`config.mk`:
```
export PLATFORM = sky130hd
export DESIGN_NAME = cft_csr
export DESIGN_NICKNAME = d
export VERILOG_FILES = /design/src/sv/cft_pkg.sv /design/src/sv/cft_csr.sv
export SDC_FILE = /design/constraint.sdc
export NUM_CORES = 1
export LEC_CHECK = 0
export BUFFER_PORTS_ARGS = -buffer_cell sky130_fd_sc_hd__buf_4
export CAP_MARGIN = 20
export CORE_MARGIN = 5
export CORE_UTILIZATION = 40
export DETAILED_ROUTE_END_ITERATION = 16
export GPL_TIMING_DRIVEN = 0
export PLACE_DENSITY = 0.69
export RECOVER_POWER = 25
export SLEW_MARGIN = 20
export SYNTH_ARGS = -nofsm -noshare
export SYNTH_HDL_FRONTEND = slang
export SYNTH_SLANG_ARGS = --single-unit
```
`constraint.sdc`:
```
create_clock -name clock -period 0.8 [get_ports clock]
set_input_delay 0 -clock clock [delete_from_list [all_inputs] [get_ports clock]]
set_output_delay 0 -clock clock [all_outputs]
set_load 0.01 [all_outputs]
```
`src/sv/cft_pkg.sv`:
```
// Package with types, constants and helper functions of the CSV field tokenizer.
package cft_pkg;

   localparam int BYTE_W  = 8;
   localparam int KIND_W  = 3;
   localparam int CSR_IDX_W = 2;

   localparam logic [KIND_W-1:0] KIND_EMPTY   = 3'd0;
   localparam logic [KIND_W-1:0] KIND_INTEGER = 3'd1;
   localparam logic [KIND_W-1:0] KIND_DECIMAL = 3'd2;
   localparam logic [KIND_W-1:0] KIND_QUOTED  = 3'd3;
   localparam logic [KIND_W-1:0] KIND_PLAIN   = 3'd4;

   localparam logic REQ_BYTE = 1'b0;
   localparam logic REQ_END  = 1'b1;

   localparam logic [CSR_IDX_W-1:0] CSR_DELIMITER = 2'd0;
   localparam logic [CSR_IDX_W-1:0] CSR_QUOTE     = 2'd1;
   localparam logic [CSR_IDX_W-1:0] CSR_NEWLINE   = 2'd2;

   localparam logic [BYTE_W-1:0] DELIMITER_RESET = 8'd44;
   localparam logic [BYTE_W-1:0] QUOTE_RESET     = 8'd34;
   localparam logic [BYTE_W-1:0] NEWLINE_RESET   = 8'd10;

   localparam logic [BYTE_W-1:0] MINUS_BYTE = 8'h2D;
   localparam logic [BYTE_W-1:0] DOT_BYTE   = 8'h2E;
   localparam logic [BYTE_W-1:0] DIGIT_LOW  = 8'h30;
   localparam logic [BYTE_W-1:0] DIGIT_HIGH = 8'h39;

   typedef struct packed {
      logic [BYTE_W-1:0] delimiter_char;
      logic [BYTE_W-1:0] quote_char;
      logic [BYTE_W-1:0] newline_char;
   } cft_cfg_type;

   typedef struct packed {
      logic inside_quotes;
      logic quoted_field;
      logic may_be_integer;
      logic may_be_decimal;
      logic field_nonempty;
      logic error_seen;
   } cft_state_type;

   localparam cft_state_type STATE_RESET = '{
      inside_quotes:  1'b0,
      quoted_field:   1'b0,
      may_be_integer: 1'b1,
      may_be_decimal: 1'b1,
      field_nonempty: 1'b0,
      error_seen:     1'b0
   };

   typedef struct packed {
      logic              byte_valid;
      logic [BYTE_W-1:0] out_byte;
      logic              field_end;
      logic [KIND_W-1:0] field_kind;
      logic              row_end;
      logic              parse_error;
   } cft_rsp_type;

   function automatic logic [KIND_W-1:0] kind_of(input cft_state_type st);
      logic [KIND_W-1:0] kind;
      if (!st.field_nonempty) begin
         kind = KIND_EMPTY;
      end else if (st.may_be_integer) begin
         kind = KIND_INTEGER;
      end else if (st.may_be_decimal) begin
         kind = KIND_DECIMAL;
      end else if (st.quoted_field) begin
         kind = KIND_QUOTED;
      end else begin
         kind = KIND_PLAIN;
      end
      return kind;
   endfunction

endpackage

```
`src/sv/cft_csr.sv`:
```
// Configuration registers for the delimiter, quote and newline bytes.
module cft_csr import cft_pkg::*; (
   input  logic                 clock,
   input  logic                 reset,
   input  logic                 csr_we,
   input  logic [CSR_IDX_W-1:0] csr_index,
   input  logic [BYTE_W-1:0]    csr_wdata,
   output cft_cfg_type          cfg
);

   cft_cfg_type cfg_ff;
   cft_cfg_type cfg_in;

   always_comb begin
      cfg_in = cfg_ff;
      if (csr_we) begin
         case (csr_index)
            CSR_DELIMITER: cfg_in.delimiter_char = csr_wdata;
            CSR_QUOTE:     cfg_in.quote_char     = csr_wdata;
            CSR_NEWLINE:   cfg_in.newline_char   = csr_wdata;
            default:       cfg_in = cfg_ff;
         endcase
      end
   end

   always_ff @(posedge clock) begin
      if (reset) begin
         cfg_ff.delimiter_char <= DELIMITER_RESET;
         cfg_ff.quote_char     <= QUOTE_RESET;
         cfg_ff.newline_char   <= NEWLINE_RESET;
      end else begin
         cfg_ff <= cfg_in;
      end
   end

   assign cfg = cfg_ff;

endmodule

```
==> results_dict.tcl <==
set metrics [dict create \
    required_ps 800 \
    tightest_slew_ps 425 \
    ff2ff_setup_slack_ps 110 \
    cts_tree "yes" \
    clk_pin_slew_ps 120 \
    finalCriticalPeriod_ps 778 \
    crit_type "flop to primary output" \
    fin_skew_ps 0 \
    ys_ff_latch 24 \
    finalCritPeriodShare 0.972 \
    grt_pass1_vias 869 \
    area_growth_pct 50.3 \
    crit_chain "buf_6" \
    fillers 213 \
    place_ws_ps -160 \
    cpMaxStageDelayCell "dfxtp_2" \
    clock_path_buffers 2 \
    grt_remaining_overflow 0 \
    die_x_um 60.0 \
    finalWeightedCongestion 0.754 \
    slew_viol_final 0 \
    grt_pass1_wl_mm 3.73 \
    worstHoldPathType "input pin to flop" \
    die_y_um 60.0 \
    p_leak_nw 0.677 \
    wl_per_cell_um 13.3 \
    vias 815 \
    cp_max_fo 2 \
    r2r-start "cfg[16]" \
    crit_start "cfg[14]" \
    htree_levels 1 \
    dieArea_sq_um 3600 \
    cts_sinks 24 \
    setup_viol 0 \
    drtIter0Drc 15 \
    cp_top_family "flip-flops" \
    critical_path_arrival_ps 780 \
    ys_seq_area_frac 0.481 \
    maxCapViolCount 0 \
    slowest_delay_ps 370 \
    rsz0062_at_grt "yes" \
    post-synth-top-area-fraction 0.481 \
    hold_viol_final 0 \
    synth_nets 109 \
    p_clk_frac 0.240 \
    crit_cells 1 \
    postSynthAreaPerCell_sq_um 10.4 \
    antenna_found_initial 0 \
    layout-drive-gt1-share 0.482 \
    status "completed" \
    firstDrtPassIters 3 \
    yosys_warnings 0 \
    end_kind "primary output" \
    worstReg2RegEnd "cfg[16]" \
    ir_drop_mv 1.07 \
    power_density_nw_per_um2 1420 \
    grt_use_total 0.138 \
    power_frac_seq 0.599 \
    largest_reg_flops 24 \
    intPower_w 0.00162 \
    dp_hpwl_mm 1.71 \
    nets 156 \
    syn_inst 96 \
    r2r_cells 3 \
    synth_area_leaders "dfxtp_1, mux2i_1, nand2b_1, nor2_1, and3b_1" \
    cp-start-kind "flop" \
    switchingPower_w 0.000505 \
    setup_tns_ps 0 \
    final.setup.worst_slack_ps 22.3 \
    max_freq_ghz 1.29 \
    switching_share 0.237 \
    synth.distinct_cells 11 \
    boundaryPins 37 \
    cts_root_buf "clkbuf_4" \
    drt_wl_total_mm 2.27 \
    route.detailed.drc 0 \
    slew_headroom 0.716 \
    rows 18 \
    critPathBufInv 1 \
    port_buffers 35 \
    cts_buffers 3 \
    clk_latency_ps 300 \
    syn_area_sq_um 998 \
    share_comb_of_total_power 0.161 \
    viasPerCell 4.77 \
    grt_max_degree 13 \
    postRouteAntennaNets 0 \
    start_util 0.410 \
    critical_path.endpoint "cfg[14]" \
    antenna_cells 0 \
    yosys.area.top_type "dfxtp_1" \
    core_sq_um 2430 \
]
==> area by class of cell <==
| class | count | area [sq um] | share of cell area |
|---|---|---|---|
| Sequential cell | 24 | 510 | 0.340 |
| Multi-Input combinational cell | 66 | 492 | 0.328 |
| Timing Repair Buffer | 42 | 412 | 0.274 |
| Tap cell | 30 | 37.5 | 0.0250 |
| Buffer | 6 | 26.3 | 0.0175 |
| Clock buffer | 3 | 22.5 | 0.0150 |
==> Yosys cell counts, drive strengths merged <==
master / instances
and3b: 2
buf: 4
clkbuf: 2
dfxtp: 24
mux2i: 24
nand2b: 25
nand3b: 2
nor2: 11
nor3b: 1
or3b: 1
==> routing by layer <==
| layer | global-route usage | vias to the layer above | wire [um] |
|---|---|---|---|
| li1 | - | 407 | - |
| met1 | 0.154 | 383 | 942 |
| met2 | 0.241 | 21 | 1180 |
| met3 | 0.0302 | 4 | 111 |
| met4 | 0.0728 | 0 | 33 |
| met5 | 0 | - | 0 |
==> metrics by stage <==
stage	area (sq um)	total power, W	std cells	hold WS, ps	utilization
detailed placement	1300	0.00159	161	282	0.534
global route	1500	0.00223	171	22.6	0.617
global placement	1300	0.00158	161	277	0.534
floorplan	998	0.00144	96	155	-
CTS	1380	0.00212	168	10.7	0.567
finish	1500	0.00213	171	9.00	0.617
==> cells in the final DEF (no fill, tap or decap), drive strengths merged <==
cell	Yosys	routed
nand3b	2	2
mux2i	24	24
buf	4	40
and3b	2	2
nor2	11	11
clkbuf	2	7
nor3b	1	1
nand2b	25	25
or3b	1	1
dfxtp	24	24
dlygate4sd3	0	4
==> worst min-delay path by stage <==
stage                 start      end  slack [ps]  cells past startpoint
4_1_cts        csr_wdata[0]  cfg[16]          10                      3
3_5_place_dp   csr_wdata[2]  cfg[18]         280                      3
6_report       csr_wdata[0]   cfg[0]           9                      3
3_3_place_gp   csr_wdata[2]  cfg[18]         280                      3
5_1_grt        csr_wdata[0]  cfg[16]          20                      3
2_1_floorplan  csr_wdata[5]   cfg[5]         160                      2
==> power groups by stage <==
stage | Combinational, W | Clock (W) | Sequential (W)
after floorplan | 0.000132 | 0 | 0.00131
after global placement | 0.000294 | 0 | 0.00129
after detailed placement | 0.000301 | 0 | 0.00129
after CTS | 0.000319 | 0.000533 | 0.00126
after global routing | 0.000376 | 0.000570 | 0.00128
final | 0.000343 | 0.000510 | 0.00128
==> logic make-up (layout without fill, tap and decap cells) <==
| group | count (synthesis) | after routing | share of synthesized area |
|---|---|---|---|
| and+or+nand+nor | 42 | 42 | 0.252 |
| muxes | 24 | 24 | 0.241 |
| DFF | 24 | 24 | 0.481 |
| buffers and inverters | 6 | 51 | 0.0263 |
==> timing repair <==
item                                   in CTS  in global routing
gates cloned                                0                  0
hold buffers                                4                  0
setup endpoints to repair                   8                 24
gates resized for setup                    10                 38
setup buffers                               0                  3
endpoints found under the hold margin      12                  0
Note: power is estimated with default switching activity, not from simulation.
