**src/sv/cft_pkg.sv**
```systemverilog
// Package with types, constants and helper functions of the CSV field tokenizer.
package cft_pkg;

   localparam int BYTE_W  = 8;
   localparam int KIND_W  = 3;
   localparam int CSR_IDX_W = 2;

   localparam logic [KIND_W-1:0] KIND_EMPTY   = 3'd0;
   localparam logic [KIND_W-1:0] KIND_INTEGER = 3'd1;
   localparam logic [KIND_W-1:0] KIND_DECIMAL = 3'd2;
   localparam logic [KIND_W-1:0] KIND_QUOTED  = 3'd3;
   localparam logic [KIND_W-1:0] KIND_PLAIN   = 3'd4;

   localparam logic REQ_BYTE = 1'b0;
   localparam logic REQ_END  = 1'b1;

   localparam logic [CSR_IDX_W-1:0] CSR_DELIMITER = 2'd0;
   localparam logic [CSR_IDX_W-1:0] CSR_QUOTE     = 2'd1;
   localparam logic [CSR_IDX_W-1:0] CSR_NEWLINE   = 2'd2;

   localparam logic [BYTE_W-1:0] DELIMITER_RESET = 8'd44;
   localparam logic [BYTE_W-1:0] QUOTE_RESET     = 8'd34;
   localparam logic [BYTE_W-1:0] NEWLINE_RESET   = 8'd10;

   localparam logic [BYTE_W-1:0] MINUS_BYTE = 8'h2D;
   localparam logic [BYTE_W-1:0] DOT_BYTE   = 8'h2E;
   localparam logic [BYTE_W-1:0] DIGIT_LOW  = 8'h30;
   localparam logic [BYTE_W-1:0] DIGIT_HIGH = 8'h39;

   typedef struct packed {
      logic [BYTE_W-1:0] delimiter_char;
      logic [BYTE_W-1:0] quote_char;
      logic [BYTE_W-1:0] newline_char;
   } cft_cfg_type;

   typedef struct packed {
      logic inside_quotes;
      logic quoted_field;
      logic may_be_integer;
      logic may_be_decimal;
      logic field_nonempty;
      logic error_seen;
   } cft_state_type;

   localparam cft_state_type STATE_RESET = '{
      inside_quotes:  1'b0,
      quoted_field:   1'b0,
      may_be_integer: 1'b1,
      may_be_decimal: 1'b1,
      field_nonempty: 1'b0,
      error_seen:     1'b0
   };

   typedef struct packed {
      logic              byte_valid;
      logic [BYTE_W-1:0] out_byte;
      logic              field_end;
      logic [KIND_W-1:0] field_kind;
      logic              row_end;
      logic              parse_error;
   } cft_rsp_type;

   function automatic logic [KIND_W-1:0] kind_of(input cft_state_type st);
      logic [KIND_W-1:0] kind;
      if (!st.field_nonempty) begin
         kind = KIND_EMPTY;
      end else if (st.may_be_integer) begin
         kind = KIND_INTEGER;
      end else if (st.may_be_decimal) begin
         kind = KIND_DECIMAL;
      end else if (st.quoted_field) begin
         kind = KIND_QUOTED;
      end else begin
         kind = KIND_PLAIN;
      end
      return kind;
   endfunction

endpackage

```
**src/sv/cft_parse.sv**
```systemverilog
// Field state flags and the per-beat tokenizing logic.
module cft_parse import cft_pkg::*; (
   input  logic              clock,
   input  logic              reset,
   input  logic              advance,
   input  logic              req_type,
   input  logic [BYTE_W-1:0] data_byte,
   input  cft_cfg_type       cfg,
   output cft_rsp_type       rsp
);

   cft_state_type st_ff;
   cft_state_type st_in;
   cft_rsp_type   res;
   logic          is_delim;
   logic          is_newline;
   logic          is_quote;
   logic          is_digit;
   logic          first;
   logic          quoted_now;

   always_comb begin
      is_delim   = (data_byte == cfg.delimiter_char);
      is_newline = (data_byte == cfg.newline_char);
      is_quote   = (data_byte == cfg.quote_char);
      is_digit   = (data_byte >= DIGIT_LOW) && (data_byte <= DIGIT_HIGH);
      first      = !st_ff.field_nonempty;
      quoted_now = st_ff.quoted_field || first;
      st_in      = st_ff;
      res        = '0;
      if (req_type == REQ_END) begin
         res.field_end   = 1'b1;
         res.row_end     = 1'b1;
         res.field_kind  = kind_of(st_ff);
         res.parse_error = st_ff.error_seen || st_ff.inside_quotes;
         st_in           = STATE_RESET;
      end else if (!st_ff.inside_quotes && (is_delim || is_newline)) begin
         res.field_end        = 1'b1;
         res.field_kind       = kind_of(st_ff);
         res.row_end          = is_newline;
         st_in.quoted_field   = 1'b0;
         st_in.may_be_integer = 1'b1;
         st_in.may_be_decimal = 1'b1;
         st_in.field_nonempty = 1'b0;
      end else if (st_ff.quoted_field && !st_ff.inside_quotes && !is_quote) begin
         st_in.error_seen = 1'b1;
      end else begin
         if (is_quote) begin
            st_in.quoted_field = quoted_now;
            if (quoted_now) begin
               st_in.inside_quotes = !st_ff.inside_quotes;
               // A quote that reopens right after a closing one is an escaped quote.
               res.byte_valid = !first && !st_ff.inside_quotes;
            end else begin
               res.byte_valid = 1'b1;
            end
         end else begin
            res.byte_valid = 1'b1;
         end
         res.out_byte = res.byte_valid ? data_byte : '0;
         if (st_ff.may_be_decimal && !is_digit &&
             (st_ff.field_nonempty || data_byte != MINUS_BYTE)) begin
            if (data_byte == DOT_BYTE) begin
               if (st_ff.may_be_integer) begin
                  st_in.may_be_integer = 1'b0;
               end else begin
                  st_in.may_be_decimal = 1'b0;
               end
            end else begin
               st_in.may_be_integer = 1'b0;
               st_in.may_be_decimal = 1'b0;
            end
         end
         st_in.field_nonempty = 1'b1;
      end
   end

   always_ff @(posedge clock) begin
      if (reset) begin
         st_ff <= STATE_RESET;
      end else if (advance) begin
         st_ff <= st_in;
      end
   end

   assign rsp = res;

endmodule

```
**config.mk**
```make
export PLATFORM = sky130hd
export DESIGN_NAME = cft_parse
export DESIGN_NICKNAME = d
export VERILOG_FILES = /design/src/sv/cft_pkg.sv /design/src/sv/cft_parse.sv
export SDC_FILE = /design/constraint.sdc
export NUM_CORES = 1
export LEC_CHECK = 0
export BUFFER_PORTS_ARGS = -buffer_cell sky130_fd_sc_hd__buf_2
export CORE_ASPECT_RATIO = 1.5
export CORE_MARGIN = 5
export CORE_UTILIZATION = 43
export CTS_CLUSTER_SIZE = 40
export DETAILED_ROUTE_END_ITERATION = 12
export PLACE_DENSITY = 0.78
export SYNTH_ARGS = -nofsm -noshare
export SYNTH_HDL_FRONTEND = slang
export SYNTH_SLANG_ARGS = --single-unit
export TNS_END_PERCENT = 100
```
**constraint.sdc**
```tcl
create_clock -name clock -period 2 [get_ports clock]
set_clock_uncertainty 0.15 [all_clocks]
set_input_delay 0.2 -clock clock [delete_from_list [all_inputs] [get_ports clock]]
set_output_delay 0.2 -clock clock [all_outputs]
set_load 0.005 [all_outputs]
```
==> results of run 1 <==
-- cell families after synthesis --
kind of cell | share of synthesized area (%)
compound gates | 18.9
xor+xnor | 24.9
simple gates | 33.6
buf+inv | 8.43
flops | 14.2
-- metrics by stage --
step | setup TNS, ns | area, um2 | total power [uW]
finish | 0 | 1250 | 446
floorplan | 0 | 846 | 241
detailed placement | -0.890 | 1160 | 321
global placement | -0.337 | 1160 | 315
global route | -0.540 | 1250 | 477
CTS | 0 | 1200 | 440
-- final timing paths --
| check | end | cells after the start |
|---|---|---|
| worst max register to register | st_ff[2]$_SDFFE_PP1P_ | 5 |
| worst max-delay path | rsp[8] | 7 |
| worst min-delay path | st_ff[5]$_SDFFE_PP0P_ | 2 |
| worst min register to register | st_ff[0]$_SDFFE_PP0P_ | 2 |
-- cell type report --
cell class	instances	area share [%]
clock buffers	3	1.79
inverters	4	1.20
flip-flops and latches	6	9.57
multi-input cells	83	57.0
repair buffers	64	28.3
well taps	21	2.09
-- power breakdown --
part / leakage [uW] / internal [uW] / switching, uW
clock: 0.0000138 / 68.1 / 46.7
combinational: 0.000531 / 101 / 98.8
sequential: 0.0000491 / 124 / 6.90
total: 0.000594 / 294 / 152
-- cells in the final DEF (no fill, tap or decap), drive strengths merged --
cell type	n
o21a	1
a22o	1
and3b	1
nand4b	2
nor3	2
dfxtp	6
nand2b	3
xnor2	8
and3	8
and2	1
xor2	16
nand4	2
a32oi	1
o311ai	1
o311a	1
a31oi	1
a22oi	1
clkbuf	3
nor4	5
a31o	1
a211o	1
nor4b	2
nand2	6
nor2b	1
nor2	4
inv	4
a21bo	1
o211ai	1
buf	64
o21ai	3
a21oi	6
a211oi	1
a2111o	1
-- metal layers --
metal	up-vias	share of wire, %	GRT usage [%]
met5	-	0	0
met2	41	56	32.9
li1	482	-	-
met4	0	1.8	8.54
met3	8	7.4	2.25
met1	437	35	18.5
-- repair_timing --
item | CTS | global route
hold buffers | 0 | 0
pin swaps | 0 | 7
setup endpoints to repair | 11 | 11
buffers inserted | 0 | 1
endpoints found under the hold margin | 0 | 0
gates resized for setup | 2 | 5
gates cloned | 0 | 1
==> impl_metrics.tcl, run 1 <==
set metrics [dict create \
    seq_area_frac_synth_pct 14.2 \
    dpl.cell_count 176 \
    synthArstFlopShare_pct 0 \
    clock_path_buffers 2 \
    clk_pin_slew_ns 0.05 \
    synth_edf_count 0 \
    hold_class "input pin to flip-flop" \
    drv_slew 0 \
    multiInputGateArea_um2 716 \
    antenna_found_initial 0 \
    crit_type "input pin to output port" \
    cts_root_buffer "clkbuf_4" \
    grt_setup_unrepaired "yes" \
    finalHoldViolations 0 \
    crit_start "data_byte[1]" \
    ioPinCount 51 \
    drc_errors 0 \
    critPathTopFamily "compound AO/OA/AOI/OAI gates" \
    overflow 0 \
    cts.sinks 6 \
    max-slew-margin-rel_pct 75.0 \
    nNetsFinal 198 \
    fin_util_pct 67.7 \
    clk_latency_ns 0.24 \
    power_density_nw_per_um2 356 \
    cts_made_buffers 3 \
    hold_slack_ns 0.0911 \
    yosys-top-cells-area "xor2_1 17%, dfxtp_1 14%, xnor2_1 8.3%, and3_2 7.1%, nor4_2 4.4%" \
    synth_cell_type_count 40 \
    seqCellArea_um2 120 \
    yosys.area.top_type "xor2_1" \
    grt_max_degree 14 \
    diodes 0 \
    finalSetupViolCount 0 \
    worst_slack_ns 0.0284 \
    cts_tree "yes" \
    syn-num-nets 135 \
    reg.largest.list "st_ff: 6 flops" \
    die_area_um2 2970 \
    cp_slowest_cell "o311a_4" \
    r2r_slack_ns 0.46 \
    irDropWorstVdd_mv 0.186 \
    status "finished, final reports clean" \
    gp_congestion 0.787 \
    top_register "st_ff" \
    cp.arrival_ns 1.62 \
    critPathBufInv 2 \
    largest_reg_flops 6 \
    yosysTopAreaCellShare_pct 16.6 \
    antenna_left 0 \
    max_stage_delay_ns 0.45 \
    via_per_inst 5.35 \
    fmax_mhz 507 \
    ys_warn_count 0 \
    start_kind "input pin" \
    io_buffers 50 \
    worst_ep_required_time_ns 1.65 \
    period_needed_ns 1.97 \
    pre_cts_ws_ns -0.111 \
    vias 968 \
    die_w_um 46.2 \
    path_max_fanout 5 \
    fin_crit_sh_pct 98.6 \
    ys.flop_type "dfxtp_1" \
    first_pass_iters 4 \
    grt_pass1_vias 1044 \
    r2r-start "st_ff[5]$_SDFFE_PP0P_" \
    cap_violations 0 \
    max_slew.worst_pin.slew_ns 0.374 \
    fp.dieH_um 64.3 \
    fin_cells 181 \
    syn_area_um2 846 \
    initial_core_util_pct 45.6 \
    grt_first_pass_wirelength_mm 4.15 \
    drive_gt1_share_pct 58.1 \
    grt_use_total_pct 17.9 \
    p_leak_uw 0.000594 \
    end_kind "output port" \
    fillCellCount 159 \
    ys_ff_latch 6 \
    crit_top_cell "buf_2" \
    synth_commonest_cells "16 x xor2_1, 8 x and3_2, 8 x xnor2_1" \
    fp-row-count 19 \
    wire_per_inst_um 14.1 \
    h-tree-depth 1 \
    synth_area_per_cell_um2 8.54 \
    core_um2 1850 \
    crit_path_cell_trace "buf_2 > xnor2_1 > nand4_1 > o311a_4 > a21oi_4 > and3_2 > buf_2" \
    syn_inst 99 \
    min-delay-start "reset" \
    drt_wl_total_mm 2.55 \
    syn_to_final_growth_pct 48.4 \
    drt_iter0_drc 23 \
    hpwlAfterDp_mm 2.06 \
    yosysMostFrequentCell "xor2_1" \
]
Note: power is estimated with default switching activity, not from simulation.
==> run 2: changes to the inputs <==
REMOVE_ABC_BUFFERS = 1   (was not set)
==> run 2 against run 1 <==
Non-clock buffer count up 3. Combinational power increased by 17%. Final area up 11%. Die area unchanged. Total power is 8.1% higher. Sequential share of layout area fell by 0.92 points. Sequential cell count unchanged. Clock power about the same. Global-route usage is essentially flat. Maximum frequency is 1.1% lower. Via count increased by 5.0%. Highest routed layer unchanged.
==> impl_metrics.tcl, run 2 (synthesis results as in run 1) <==
set metrics [dict create \
    antenna_found_initial 0 \
    period_needed_ns 1.99 \
    power_density_nw_per_um2 347 \
    ctsHoldBuffers 0 \
    post-route-cell-area_um2 1390 \
    critPathTopFamily "compound AO/OA/AOI/OAI gates" \
    max-slew-margin-rel_pct 75.1 \
    clock_path_buffers 2 \
    whs_path_depth 2 \
    worst_ep_required_time_ns 1.65 \
    cp_slowest_cell "a22o_2" \
    die_area_um2 2970 \
    via_per_inst 5.52 \
    p_leak_uw 0.000641 \
    drt_iter0_drc 15 \
    clk_pin_slew_ns 0.05 \
    vias 1016 \
    finalSetupViolCount 0 \
    first_pass_iters 4 \
    die_w_um 46.2 \
    end_kind "output port" \
    internal_power_uw 315 \
    wire_per_inst_um 16.5 \
    grt_setup_unrepaired "yes" \
    cts_made_buffers 3 \
    hpwlAfterDp_mm 2.13 \
    h-tree-depth 1 \
    hold_class "input pin to flip-flop" \
    crit_type "input pin to output port" \
    multiInputGateArea_um2 774 \
    max_slew.worst_pin.slew_ns 0.371 \
    reg.largest.list "st_ff: 6 flops" \
    seq_power_share_pct 27.2 \
    drv_slew 0 \
    path_max_fanout 7 \
    gp_congestion 0.818 \
    worst_slack_ns 0.00661 \
    p_switching_uw 168 \
    dpl-instance-area_um2 1160 \
    irDropWorstVdd_mv 0.230 \
    r2r_cells 5 \
    fmax_mhz 502 \
    status "finished, final reports clean" \
    cts.sinks 6 \
    drive_gt1_share_pct 63.8 \
    cp.depth 8 \
    cp.arrival_ns 1.64 \
    finalHoldViolations 0 \
    crit_top_cell "buf_2" \
    antenna_left 0 \
    cts_tree "yes" \
    syn_to_final_growth_pct 64.2 \
    grt_use_total_pct 17.9 \
    diodes 0 \
    core_um2 1850 \
    critPathBufInv 3 \
    max_stage_delay_ns 0.29 \
    grt_pass1_vias 1038 \
    ioPinCount 51 \
    overflow 0 \
    drc_errors 0 \
    fin_crit_sh_pct 99.7 \
    pwr-share-clk_pct 24.1 \
    final_common_cell "buf_2" \
    cts_root_buffer "clkbuf_4" \
    nNetsFinal 201 \
    start_kind "input pin" \
    grt_max_degree 10 \
    clk_latency_ns 0.25 \
    grt_first_pass_wirelength_mm 4.17 \
    largest_reg_flops 6 \
    fillCellCount 140 \
    io_buffers 50 \
    final_cell_mix "41 x buf_2, 19 x buf_4, 9 x xor2_1, 7 x xor2_2, 7 x and3_2" \
    fp.dieH_um 64.3 \
    cap_violations 0 \
    top_register "st_ff" \
    crit_path_cell_trace "buf_2 > xor2_1 > nor4_2 > a22o_2 > a21oi_4 > buf_4 > and3_4 > buf_2" \
    switching_share_pct 34.7 \
    initial_core_util_pct 45.6 \
    fp-row-count 19 \
    p_comb_share_pct 48.6 \
    seqCellArea_um2 120 \
    drt_wl_total_mm 3.03 \
    pre_cts_ws_ns -0.127 \
]
[run 2: changes by cell type in the layout (fill, tap and decap cells not counted)]
cell	delta
nand2_2	+1
buf_8	+1
xnor2_1	-1
xor2_2	+6
nand2_1	-1
buf_6	+6
xnor2_2	+1
buf_4	+5
and3_4	+1
buf_2	-9
and3_2	-1
xor2_1	-6
[run 2: layout make-up]
type / count / share of cell area, %
timing repair buffer: 67 / 31.0
multi-input combinational: 83 / 55.8
tap: 21 / 1.89
inverter: 4 / 1.08
clock buffer: 3 / 1.62
sequential: 6 / 8.65
[run 2: power by group through the flow]
stage	registers (uW)	logic, uW	clock network [uW]
after detailed placement	133	188	0
after floorplan	132	91.7	0
after global placement	134	182	0
after global routing	132	253	123
final	131	235	116
after CTS	131	198	119
[run 2: worst paths after layout]
path / startpoint / end / slack [ns]
hold / removal: reset / st_ff[5]$_SDFFE_PP0P_ / 0.1
setup / recovery: data_byte[5] / rsp[12] / 0.007
hold reg to reg: st_ff[0]$_SDFFE_PP0P_ / st_ff[0]$_SDFFE_PP0P_ / 0.35
setup reg to reg: st_ff[5]$_SDFFE_PP0P_ / st_ff[2]$_SDFFE_PP1P_ / 0.39
[run 2: worst reg2reg max path: stages (launching register included)]
cell      delay, ns
dfxtp_1        0.41
inv_1          0.18
o311a_4        0.20
buf_4          0.15
nand2b_4       0.13
a211o_1        0.28
[run 2: what timing repair did]
action | in CTS | in global routing
cloned | 0 | 1
pin swaps | 4 | 16
setup buffers | 3 | 3
gates resized for setup | 5 | 29
setup endpoints to repair | 8 | 11
[run 2: metal layers]
metal	GRT usage [%]	vias to the layer above	routed length [um]
met1	18.8	491	1080
met3	0.562	8	101
met2	34.3	35	1770
li1	-	482	-
met4	7.47	0	75
met5	0	-	0
[run 2: through the flow]
| step | hold WS, ns | setup TNS [ns] | total power [uW] | instances | utilization, % |
|---|---|---|---|---|---|
| CTS | 0.0861 | 0 | 449 | 181 | 66.3 |
| global route | 0.108 | -0.458 | 508 | 184 | 74.9 |
| global placement | 0.291 | -0.0296 | 315 | 175 | 62.3 |
| floorplan | 0.193 | 0 | 224 | 92 | - |
| finish | 0.0973 | 0 | 483 | 184 | 74.9 |
| detailed placement | 0.325 | -0.289 | 321 | 175 | 62.3 |
